File: src/rtl/owb_pkg.sv
// Shared types and constants for the one-wire byte master.
package owb_pkg;

    localparam int CFG_ADDR_BITS = 5;

    typedef enum logic [1:0] {
        CMD_TICK  = 2'd0,
        CMD_RESET = 2'd1,
        CMD_WRITE = 2'd2,
        CMD_READ  = 2'd3
    } cmd_t;

    typedef enum logic [2:0] {
        REG_IDLE_HIGH     = 3'd0,
        REG_RESET_LOW     = 3'd1,
        REG_PRESENCE_WAIT = 3'd2,
        REG_PULSE_LOW     = 3'd3,
        REG_SLOT          = 3'd4,
        REG_BYTE_GAP      = 3'd5
    } reg_idx_t;

    typedef enum logic [3:0] {
        PH_IDLE     = 4'd0,
        PH_RST_HIGH = 4'd1,
        PH_RST_LOW  = 4'd2,
        PH_RST_WAIT = 4'd3,
        PH_W_LOW    = 4'd4,
        PH_W_HIGH   = 4'd5,
        PH_W_GAP    = 4'd6,
        PH_R_LOW    = 4'd7,
        PH_R_SAMPLE = 4'd8,
        PH_R_WAIT   = 4'd9
    } phase_t;

    localparam logic [15:0] RST_IDLE_HIGH     = 16'd100;
    localparam logic [15:0] RST_RESET_LOW     = 16'd600;
    localparam logic [15:0] RST_PRESENCE_WAIT = 16'd240;
    localparam logic [7:0]  RST_PULSE_LOW     = 8'd2;
    localparam logic [15:0] RST_SLOT          = 16'd60;
    localparam logic [15:0] RST_BYTE_GAP      = 16'd30;

    typedef struct packed {
        logic [15:0] idle_high;
        logic [15:0] reset_low;
        logic [15:0] presence_wait;
        logic [7:0]  pulse_low;
        logic [15:0] slot;
        logic [15:0] byte_gap;
    } cfg_t;

    typedef struct packed {
        logic       rejected;
        logic [7:0] read_data;
        logic       done_res;
        logic       busy_res;
        logic       drive_low;
    } res_t;

endpackage

File: src/rtl/owb_cfg.sv
// APB register file holding the bus timing counts.
module owb_cfg (
    input  logic                               aclk,
    input  logic                               aresetn,
    input  logic                               psel,
    input  logic                               penable,
    input  logic                               pwrite,
    input  logic [owb_pkg::CFG_ADDR_BITS-1:0]  paddr,
    input  logic [31:0]                        pwdata,
    output logic [31:0]                        prdata,
    output logic                               pready,
    output owb_pkg::cfg_t                      cfg
);
    import owb_pkg::*;

    cfg_t     cfg_reg;
    cfg_t     cfg_next;
    reg_idx_t idx;
    logic     wr_en;

    assign pready = 1'b1;
    assign idx    = reg_idx_t'(paddr[CFG_ADDR_BITS-1:2]);
    assign wr_en  = psel && penable && pwrite && pready;
    assign cfg    = cfg_reg;

    always_comb begin
        cfg_next = cfg_reg;
        if (wr_en) begin
            case (idx)
                REG_IDLE_HIGH:     cfg_next.idle_high     = pwdata[15:0];
                REG_RESET_LOW:     cfg_next.reset_low     = pwdata[15:0];
                REG_PRESENCE_WAIT: cfg_next.presence_wait = pwdata[15:0];
                REG_PULSE_LOW:     cfg_next.pulse_low     = pwdata[7:0];
                REG_SLOT:          cfg_next.slot          = pwdata[15:0];
                REG_BYTE_GAP:      cfg_next.byte_gap      = pwdata[15:0];
                default:           cfg_next = cfg_reg;
            endcase
        end
    end

    always_comb begin
        case (idx)
            REG_IDLE_HIGH:     prdata = {16'd0, cfg_reg.idle_high};
            REG_RESET_LOW:     prdata = {16'd0, cfg_reg.reset_low};
            REG_PRESENCE_WAIT: prdata = {16'd0, cfg_reg.presence_wait};
            REG_PULSE_LOW:     prdata = {24'd0, cfg_reg.pulse_low};
            REG_SLOT:          prdata = {16'd0, cfg_reg.slot};
            REG_BYTE_GAP:      prdata = {16'd0, cfg_reg.byte_gap};
            default:           prdata = 32'd0;
        endcase
    end

    always_ff @(posedge aclk) begin
        if (!aresetn) begin
            cfg_reg.idle_high     <= RST_IDLE_HIGH;
            cfg_reg.reset_low     <= RST_RESET_LOW;
            cfg_reg.presence_wait <= RST_PRESENCE_WAIT;
            cfg_reg.pulse_low     <= RST_PULSE_LOW;
            cfg_reg.slot          <= RST_SLOT;
            cfg_reg.byte_gap      <= RST_BYTE_GAP;
        end else begin
            cfg_reg <= cfg_next;
        end
    end

endmodule

File: src/rtl/owb_fsm.sv
// Bus sequencer: phase, tick timer, bit counter and shift register.
module owb_fsm #(
    parameter int TIMER_BITS = 16
) (
    input  logic                aclk,
    input  logic                aresetn,
    input  logic                in_fire,
    input  owb_pkg::cmd_t       cmd,
    input  logic [7:0]          data_byte,
    input  logic                line_level,
    input  owb_pkg::cfg_t       cfg,
    output owb_pkg::res_t       res
);
    import owb_pkg::*;

    localparam logic [15:0] LOAD_MAX =
        (TIMER_BITS >= 16) ? 16'hFFFF : 16'((64'd1 << TIMER_BITS) - 64'd1);

    phase_t                phase_reg, phase_next;
    logic [TIMER_BITS-1:0] timer_reg, timer_next;
    logic [3:0]            bit_reg, bit_next, bit_inc;
    logic [7:0]            shift_reg, shift_next, shift_dn;
    logic                  pull_reg, pull_next;
    cmd_t                  op_reg, op_next;
    logic [7:0]            last_reg, last_next;
    logic                  ends;
    logic                  done;
    logic                  rejected;

    function automatic logic [TIMER_BITS-1:0] sat(input logic [15:0] v);
        logic [15:0] c;
        c = (v > LOAD_MAX) ? LOAD_MAX : v;
        return TIMER_BITS'(c);
    endfunction

    assign ends     = (timer_reg <= TIMER_BITS'(1));
    assign bit_inc  = bit_reg + 4'd1;
    assign shift_dn = {1'b0, shift_reg[7:1]};

    always_comb begin
        phase_next = phase_reg;
        timer_next = timer_reg;
        bit_next   = bit_reg;
        shift_next = shift_reg;
        pull_next  = pull_reg;
        op_next    = op_reg;
        last_next  = last_reg;
        done       = 1'b0;
        rejected   = 1'b0;
        if (in_fire) begin
            if (cmd != CMD_TICK) begin
                if (phase_reg != PH_IDLE) begin
                    rejected = 1'b1;
                end else begin
                    op_next  = cmd;
                    bit_next = 4'd0;
                    case (cmd)
                        CMD_RESET: begin
                            phase_next = PH_RST_HIGH;
                            timer_next = sat(cfg.idle_high);
                            pull_next  = 1'b0;
                        end
                        CMD_WRITE: begin
                            shift_next = data_byte;
                            phase_next = PH_W_LOW;
                            timer_next = data_byte[0] ? sat({8'd0, cfg.pulse_low})
                                                      : sat(cfg.slot);
                            pull_next  = 1'b1;
                        end
                        default: begin
                            shift_next = 8'd0;
                            phase_next = PH_R_LOW;
                            timer_next = sat({8'd0, cfg.pulse_low});
                            pull_next  = 1'b1;
                        end
                    endcase
                end
            end else begin
                if (phase_reg != PH_IDLE && phase_reg != PH_R_SAMPLE) begin
                    timer_next = ends ? '0 : timer_reg - TIMER_BITS'(1);
                end
                case (phase_reg)
                    PH_IDLE: begin
                    end
                    PH_RST_HIGH: begin
                        if (ends) begin
                            phase_next = PH_RST_LOW;
                            timer_next = sat(cfg.reset_low);
                            pull_next  = 1'b1;
                        end
                    end
                    PH_RST_LOW: begin
                        if (ends) begin
                            phase_next = PH_RST_WAIT;
                            timer_next = sat(cfg.presence_wait);
                            pull_next  = 1'b0;
                        end
                    end
                    PH_RST_WAIT, PH_W_GAP: begin
                        if (ends) begin
                            phase_next = PH_IDLE;
                            pull_next  = 1'b0;
                            op_next    = CMD_TICK;
                            done       = 1'b1;
                        end
                    end
                    PH_W_LOW: begin
                        if (ends) begin
                            phase_next = PH_W_HIGH;
                            timer_next = shift_reg[0] ? sat(cfg.slot)
                                                      : sat({8'd0, cfg.pulse_low});
                            pull_next  = 1'b0;
                        end
                    end
                    PH_W_HIGH: begin
                        if (ends) begin
                            shift_next = shift_dn;
                            bit_next   = bit_inc;
                            if (bit_inc[3]) begin
                                if (cfg.byte_gap == 16'd0) begin
                                    phase_next = PH_IDLE;
                                    pull_next  = 1'b0;
                                    op_next    = CMD_TICK;
                                    done       = 1'b1;
                                end else begin
                                    phase_next = PH_W_GAP;
                                    timer_next = sat(cfg.byte_gap);
                                    pull_next  = 1'b0;
                                end
                            end else begin
                                phase_next = PH_W_LOW;
                                timer_next = shift_dn[0] ? sat({8'd0, cfg.pulse_low})
                                                         : sat(cfg.slot);
                                pull_next  = 1'b1;
                            end
                        end
                    end
                    PH_R_LOW: begin
                        if (ends) begin
                            phase_next = PH_R_SAMPLE;
                            timer_next = '0;
                            pull_next  = 1'b0;
                        end
                    end
                    PH_R_SAMPLE: begin
                        shift_next = {line_level, shift_reg[7:1]};
                        phase_next = PH_R_WAIT;
                        timer_next = sat(cfg.slot);
                        pull_next  = 1'b0;
                    end
                    PH_R_WAIT: begin
                        if (ends) begin
                            bit_next = bit_inc;
                            if (bit_inc[3]) begin
                                last_next  = shift_reg;
                                phase_next = PH_IDLE;
                                pull_next  = 1'b0;
                                op_next    = CMD_TICK;
                                done       = 1'b1;
                            end else begin
                                phase_next = PH_R_LOW;
                                timer_next = sat({8'd0, cfg.pulse_low});
                                pull_next  = 1'b1;
                            end
                        end
                    end
                    default: begin
                        phase_next = PH_IDLE;
                        timer_next = '0;
                        pull_next  = 1'b0;
                        op_next    = CMD_TICK;
                    end
                endcase
                if (phase_next == PH_IDLE) begin
                    timer_next = '0;
                end
            end
        end
    end

    always_comb begin
        res.drive_low = pull_next;
        res.busy_res  = (phase_next != PH_IDLE);
        res.done_res  = done;
        res.read_data = last_next;
        res.rejected  = rejected;
    end

    always_ff @(posedge aclk) begin
        if (!aresetn) begin
            phase_reg <= PH_IDLE;
            timer_reg <= '0;
            bit_reg   <= 4'd0;
            shift_reg <= 8'd0;
            pull_reg  <= 1'b0;
            op_reg    <= CMD_TICK;
            last_reg  <= 8'd0;
        end else begin
            phase_reg <= phase_next;
            timer_reg <= timer_next;
            bit_reg   <= bit_next;
            shift_reg <= shift_next;
            pull_reg  <= pull_next;
            op_reg    <= op_next;
            last_reg  <= last_next;
        end
    end

endmodule

File: src/rtl/one_wire_byte_master_top.sv
// Result: each result beat is registered and appears in the cycle after its input beat is accepted.
// Throughput: one input beat per cycle; the output register frees as it is read,
// so input is taken whenever the result slot is empty or being drained.
// Reset (aresetn low, synchronous): sequencer idle, line released, last read
// byte 0, output empty, timing registers back to their default counts.
module one_wire_byte_master_top #(
    parameter int TIMER_BITS = 16
) (
    input  logic                               aclk,
    input  logic                               aresetn,
    input  logic                               s_tvalid,
    output logic                               s_tready,
    input  logic [15:0]                        s_tdata,  // data_byte, line_level, pad
    input  logic [1:0]                         s_tuser,  // cmd
    output logic                               m_tvalid,
    input  logic                               m_tready,
    // drive_low, busy_res, done_res, read_data[7:0], rejected, pad
    output logic [15:0]                        m_tdata,
    input  logic                               psel,
    input  logic                               penable,
    input  logic                               pwrite,
    input  logic [owb_pkg::CFG_ADDR_BITS-1:0]  paddr,
    input  logic [31:0]                        pwdata,
    output logic [31:0]                        prdata,
    output logic                               pready
);
    import owb_pkg::*;

    cfg_t        cfg;
    res_t        res;
    logic        in_fire;
    logic        m_tvalid_reg;
    logic [15:0] m_tdata_reg;

    assign s_tready = !m_tvalid_reg || m_tready;
    assign in_fire  = s_tvalid && s_tready;
    assign m_tvalid = m_tvalid_reg;
    assign m_tdata  = m_tdata_reg;

    owb_cfg u_cfg (
        .aclk    (aclk),
        .aresetn (aresetn),
        .psel    (psel),
        .penable (penable),
        .pwrite  (pwrite),
        .paddr   (paddr),
        .pwdata  (pwdata),
        .prdata  (prdata),
        .pready  (pready),
        .cfg     (cfg)
    );

    owb_fsm #(
        .TIMER_BITS (TIMER_BITS)
    ) u_fsm (
        .aclk       (aclk),
        .aresetn    (aresetn),
        .in_fire    (in_fire),
        .cmd        (cmd_t'(s_tuser)),
        .data_byte  (s_tdata[7:0]),
        .line_level (s_tdata[8]),
        .cfg        (cfg),
        .res        (res)
    );

    always_ff @(posedge aclk) begin
        if (!aresetn) begin
            m_tvalid_reg <= 1'b0;
        end else if (s_tready) begin
            m_tvalid_reg <= s_tvalid;
        end
    end

    always_ff @(posedge aclk) begin
        if (in_fire) begin
            m_tdata_reg <= {4'd0, res};
        end
    end

endmodule

File: config.mk
export PLATFORM = sky130hd
export DESIGN_NAME = one_wire_byte_master_top
export DESIGN_NICKNAME = d
export VERILOG_FILES = /design/src/rtl/owb_pkg.sv /design/src/rtl/owb_cfg.sv /design/src/rtl/owb_fsm.sv /design/src/rtl/one_wire_byte_master_top.sv
export SDC_FILE = /design/constraint.sdc
export NUM_CORES = 1
export LEC_CHECK = 0
export BUFFER_PORTS_ARGS = -buffer_cell sky130_fd_sc_hd__buf_2
export CAP_MARGIN = 30
export CELL_PAD_IN_SITES_DETAIL_PLACEMENT = 2
export CELL_PAD_IN_SITES_GLOBAL_PLACEMENT = 2
export CORE_MARGIN = 2
export CORE_UTILIZATION = 34
export CTS_BUF_LIST = sky130_fd_sc_hd__clkbuf_16
export CTS_CLUSTER_DIAMETER = 100
export CTS_CLUSTER_SIZE = 14
export DETAILED_ROUTE_END_ITERATION = 10
export HOLD_SLACK_MARGIN = 0.06
export PLACE_DENSITY_LB_ADDON = 0.1
export RECOVER_POWER = 50
export SLEW_MARGIN = 15
export SYNTH_ARGS = -nofsm -noshare
export SYNTH_HDL_FRONTEND = slang
export SYNTH_SLANG_ARGS = --single-unit
File: constraint.sdc
create_clock -name aclk -period 3.65 [get_ports aclk]
set_input_delay 0.73 -clock aclk [delete_from_list [all_inputs] [get_ports aclk]]
set_output_delay 0.73 -clock aclk [all_outputs]
set_load 0.05 [all_outputs]
# [Word-level counts from Yosys, hierarchy flattened]
# Cells that the tools add are included.
[classes] n_addsub=2 magnitude_cmp=6 eq_ne=20 n_mux=73 reduce_logical=29
[op_table] op="two-way mux 16 bit" count=22
[op_table] op="case mux 16 bit (8 select lines)" count=1
[op_table] op="case mux 16 bit (6 select lines)" count=1
[op_table] op="greater-than comparator 16 bit, second input constant" count=5
[op_table] op="two-way mux 4 bit" count=16
[op_table] op="two-way mux 8 bit" count=8
[op_table] op="case mux 4 bit (9 select lines)" count=1
[op_table] op="case mux 16 bit (2 select lines)" count=1
[op_table] op="case mux 8 bit (2 select lines)" count=2
[op_table] op="equality test 4 x 3 -> 1 bit, second input constant" count=4
[op_table] op="less-or-equal comparator 16 x 1 -> 1 bit, second input constant" count=1
[op_table] op="logical NOT 16 bit" count=1
[op_table] op="subtractor 16 x 1 -> 16 bit, second input constant" count=1
[op_table] op="two-way mux 1 bit" count=15
[op_table] op="AND reduction 2 bit" count=7
[op_table] op="two-way mux 3 bit" count=3
[op_table] op="equality test 4 x 2 -> 1 bit, second input constant" count=2
[op_table] op="equality test 4 bit, second input constant" count=2
[op_table] op="logical NOT 4 bit" count=2
[op_table] op="nonzero test 4 bit" count=2
[op_table] op="equality test 3 x 2 -> 1 bit, second input constant" count=2
[op_table] op="equality test 3 bit, second input constant" count=2
[op_table] op="case mux 3 bit (2 select lines)" count=1
[op_table] op="nonzero test 2 bit" count=3
[op_table] op="other kinds (20)" count=25
[word_totals] register_bits=142 out_inout_bits=51

# [Depth between registers and ports, before layout]
[logic_depth] ltp_word=10 ltp_mapped=11 ltp_nobuf=9

# [Modules after synthesis]
# From an unflattened synthesis, not the netlist that was laid out.
[unflattened] hier_cells=1019 hier_area_um2=8824.7
[modules_own_cells] module="owb_cfg" n_inst=1 cells_per_inst=444 area_each_um2=4230.3
[modules_own_cells] module="owb_fsm" n_inst=1 cells_per_inst=553 area_each_um2=4142.7
[modules_own_cells] module="one_wire_byte_master_top" n_inst=1 cells_per_inst=22 area_each_um2=451.7

# [Worst setup path before layout]
# No wires, ideal clock.
[synth_path] kind="input to output" startpoint="input paddr[4] (netlist bit)" endpoint="output prdata[10]" arrival_ns=2.750 t_required_ns=2.920 setup_slack_ns=0.170 path_stages=5 path_buffers=3 cell_sequence="clkbuf_1 -> clkbuf_1 -> buf_1 -> mux2i_1 -> o22ai_1"
[synth_between] elab_chain_len=2 elab_cells_between_ends=7 cone_classes="5 x eq/ne; 1 x mux; 1 x reduce/logical"
[synth_lines] element="start, declared" line="one_wire_byte_master_top.sv:22" rtl="input logic [owb_pkg::CFG_ADDR_BITS-1:0] paddr,"
[synth_lines] element="equality test 3 bit, or another cell as far along" line="owb_cfg.sv:42" rtl="case (idx)"
[synth_lines] element="case mux 16 bit (6 select lines) *" line="owb_cfg.sv:42"
[synth_lines] element="end, declared" line="one_wire_byte_master_top.sv:24" rtl="output logic [31:0] prdata,"
# Mark *: on every way between the ends. The rest lies on a longest branch, timed or not.

# [Final worst setup path]
[layout_path] startpoint="register u_fsm.timer_reg[4]" endpoint="register u_fsm.timer_reg[0]"
[layout_between] elab_chain_len=9 elab_cells_between_ends=26 cone_classes="1 x order compare; 24 x mux; 1 x reduce/logical"
[layout_lines] element="start, declared" line="owb_fsm.sv:20" rtl="logic [TIMER_BITS-1:0] timer_reg, timer_next;"
[layout_lines] element="start signal, assigned" line="owb_fsm.sv:200" rtl="timer_reg <= timer_next;"
[layout_lines] element="less-or-equal comparator 16 x 1 -> 1 bit *" line="owb_fsm.sv:36" rtl="assign ends = (timer_reg <= TIMER_BITS'(1));"
[layout_lines] element="two-way mux 16 bit" line="owb_fsm.sv:80" rtl="timer_next = ends ? '0 : timer_reg - TIMER_BITS'(1);"
[layout_lines] element="two-way mux 16 bit" line="owb_fsm.sv:79" rtl="if (phase_reg != PH_IDLE && phase_reg != PH_R_SAMPLE) begin"
[layout_lines] element="two-way mux 16 bit" line="owb_fsm.sv:120" rtl="if (cfg.byte_gap == 16'd0) begin"
[layout_lines] element="two-way mux 16 bit" line="owb_fsm.sv:119" rtl="if (bit_inc[3]) begin"
[layout_lines] element="two-way mux 16 bit" line="owb_fsm.sv:116" rtl="if (ends) begin"
[layout_lines] element="case mux 16 bit (8 select lines)" line="owb_fsm.sv:82" rtl="case (phase_reg)"
[layout_lines] element="two-way mux 16 bit *" line="owb_fsm.sv:174" rtl="if (phase_next == PH_IDLE) begin"
[layout_lines] element="two-way mux 16 bit *" line="owb_fsm.sv:51" rtl="if (cmd != CMD_TICK) begin"
# Mark *: on every way between the ends. The rest lies on a longest branch, timed or not. The select of a mux whose other input is x is not followed.
# A chain may end at the register's enable or synchronous reset.

==> results.sh <==
export IMPL_outcome="complete, but fails checks"
export IMPL_violations="capacitance limit, slew limit"
export IMPL_num_nets_final=1227
export IMPL_die_w_um=164.1
export IMPL_synth_top_area_share=0.2985
export IMPL_drive_gt1_frac=0.1681
export IMPL_wl_met1_mm=17.63
export IMPL_dp_hpwl_mm=26.14
export IMPL_fin_worst_skew_ns=0.01004
export IMPL_post_route_cell_area_um2=9987
export IMPL_ctsHoldBuffers=0
export IMPL_peakVddDrop_v=0.0002453
export IMPL_hp_class="reg -> reg"
export IMPL_grt_usage=0.2830
export IMPL_start_kind="register"
export IMPL_avgRoutedWirePerCell_um=25.01
export IMPL_drtIter0Drc=673
export IMPL_cts_resized=0
export IMPL_largest_reg_flops=88
export IMPL_holdPathStages=2
export IMPL_die_h_um=164.1
export IMPL_synth_edff_count=12
export IMPL_hold_viol=0
export IMPL_netlist_area_um2=8718
export IMPL_crit_fanout=8
export IMPL_die_area_um2=26940
export IMPL_coreArea_um2=25180
export IMPL_synth_seq_cells=142
export IMPL_post_route_min_period_ns=3.272
export IMPL_diodes=0
export IMPL_clk_pin_slew_ns=0.07
export IMPL_initial_core_util=0.3462
export IMPL_power_leakage_nw=3.686
export IMPL_finalCoreUtilization=0.3966
export IMPL_num_vias=8825
export IMPL_cts_root_buf="clkbuf_16"
export IMPL_cts_buffers=17
export IMPL_yosysMostFrequentCell="nand2_1"
export IMPL_dr_pass1_iters=5
export IMPL_crit_required_ns=3.94
export IMPL_ant_nets=0
export IMPL_min_delay_worst_endpoint="u_cfg.cfg[67]$_SDFFE_PN0P_"
export IMPL_top_layer="met4"
export IMPL_tritoncts="done"
export IMPL_cts_buffer_depth=2
export IMPL_drc=0
export IMPL_num_rows=58
export IMPL_relSlewSlack=-0.4179
export IMPL_post_cts_setup_buffer_count=0
export IMPL_endpoint_kind="register"
export IMPL_cts_sinks=142
export IMPL_drv_cap=1
export IMPL_clk_latency_ns=0.44
export IMPL_crit_arrival_ns=3.57
export IMPL_synth_largest_area_cell="dfxtp_1"
export IMPL_hp_start="u_cfg.cfg[67]$_SDFFE_PN0P_"
export IMPL_placed_cell_area_um2=9472
export IMPL_ios=113
export IMPL_power_per_cell_area_nw_per_um2=460.2
export IMPL_finalPower_mw=4.596
export IMPL_synth_main_ff_cell="dfxtp_1"
export IMPL_grt_max_degree=86
export IMPL_rsz0062_at_grt="no"
export IMPL_setup_viol=0
export IMPL_gp_congestion=0.8547
export IMPL_globalRouteOverflowTotal=0
export IMPL_ys_types=87
export IMPL_fin_setup_tns_ns=0
export IMPL_synthArstFlopShare=0
export IMPL_synth_common_cells="nand2_1 (207), dfxtp_1 (130), a21oi_1 (115)"
export IMPL_critPathKind="reg -> reg"
export IMPL_worstMarginPinSlew_ns=2.127
export IMPL_synth_area_top_cells="dfxtp_1 (30%), nand2_1 (8.9%), a21oi_1 (6.6%), mux2i_1 (5.6%), edfxtp_1 (4.1%)"
export IMPL_port_buffers=66
export IMPL_timing_final_crit_share=0.8965
export IMPL_yosysWarnings=0
export IMPL_slew_viol_final=86
export IMPL_antenna_found_initial=0
export IMPL_htree_levels=4
export IMPL_r2r_cells=7
export IMPL_netlist_instances=1114
export IMPL_avgSynthCellArea_um2=7.826
export IMPL_max_freq_mhz=305.6
export IMPL_viasPerCell=5.875
export IMPL_dr_wl_met3_mm=1.313
export IMPL_grt_pass1_wl_mm=57.16
export IMPL_wl_met2_mm=17.79
export IMPL_wirelength_mm=37.56
export IMPL_rr_startpoint="u_fsm.timer_reg[4]$_SDFFE_PN0P_"
export IMPL_yosysSeqAreaShare=0.3398
export IMPL_grt_pass1_vias=9143
export IMPL_reg2reg_slack_ns=0.38
export IMPL_area_delta_synth_final_pct=14.55
export IMPL_r2r_end="u_fsm.timer_reg[0]$_SDFFE_PN0P_"
critical path, stage by stage, from the launching register on:
cell and delay (ns):
dfxtp_1 0.37, or4_4 0.60, or4_4 0.62, o311a_1 0.36, a31o_1 0.25, a41oi_4 0.50
a21boi_1 0.14, a311oi_1 0.29
cell families after synthesis:
family / Yosys count / synth area share
mux: 70 / 0.08596
fa+ha+maj: 6 / 0.008611
xor+xnor: 15 / 0.01507
buf+inv: 121 / 0.06415
flops: 142 / 0.3398
compound gates: 332 / 0.2588
simple gates: 426 / 0.2268
other cells: 2 / 0.0008614
worst max path at each step:
stage / startpoint / endpoint
CTS: u_fsm.timer_reg[4]$_SDFFE_PN0P_ / m_tdata[1]$_DFFE_PP_
global route: u_fsm.timer_reg[4]$_SDFFE_PN0P_ / u_fsm.timer_reg[3]$_SDFFE_PN0P_
finish: u_fsm.timer_reg[4]$_SDFFE_PN0P_ / u_fsm.timer_reg[0]$_SDFFE_PN0P_
detailed placement: u_fsm.timer_reg[4]$_SDFFE_PN0P_ / m_tdata[1]$_DFFE_PP_
global placement: u_fsm.timer_reg[4]$_SDFFE_PN0P_ / m_tdata[1]$_DFFE_PP_
floorplan: paddr[4] / prdata[10]
report_power, final:
group,leakage (nW),internal [mW],switching [mW],total (mW)
Clock,0.274,0.922,0.797,1.72
Combinational,2.24,0.379,0.812,1.19
Sequential,1.17,1.62,0.0664,1.69
Total,3.69,2.92,1.68,4.60
per-layer routing:
layer  vias to the layer above  global-route usage
met5                         -                   0
met4                         0             0.08652
met3                        49             0.03056
met2                       207              0.4711
met1                      4507              0.3843
li1                       4062                   -
layout by cell type (no fill, tap or decap), drive strengths merged, types with 25 or more instances in the layout:
cell type / instances
nand3: 34
buf: 95
a22oi: 30
o21ai: 42
a21oi: 125
nand2: 208
clkbuf: 37
dfxtp: 130
mux2i: 49
nor2: 72
a22o: 25
layout make-up:
cell class | count | area (µm²)
inverter | 14 | 52.55
clock buffer | 18 | 450.4
tap | 330 | 412.9
clock inverter | 14 | 107.6
fill | 2930 | 15190
multi-input combinational | 870 | 5315
sequential | 142 | 2963
timing repair buffer | 114 | 685.7
through the flow:
stage	worst slack [ns]	hold WS [ns]	std cells
floorplan	0.1696	0.4363	1133
global placement	0.4289	0.4453	1470
detailed placement	0.4015	0.4733	1470
CTS	0.3846	0.4806	1502
global route	0.2529	0.5106	1502
finish	0.3777	0.4765	1502
Power figures use the tool's default switching activity.
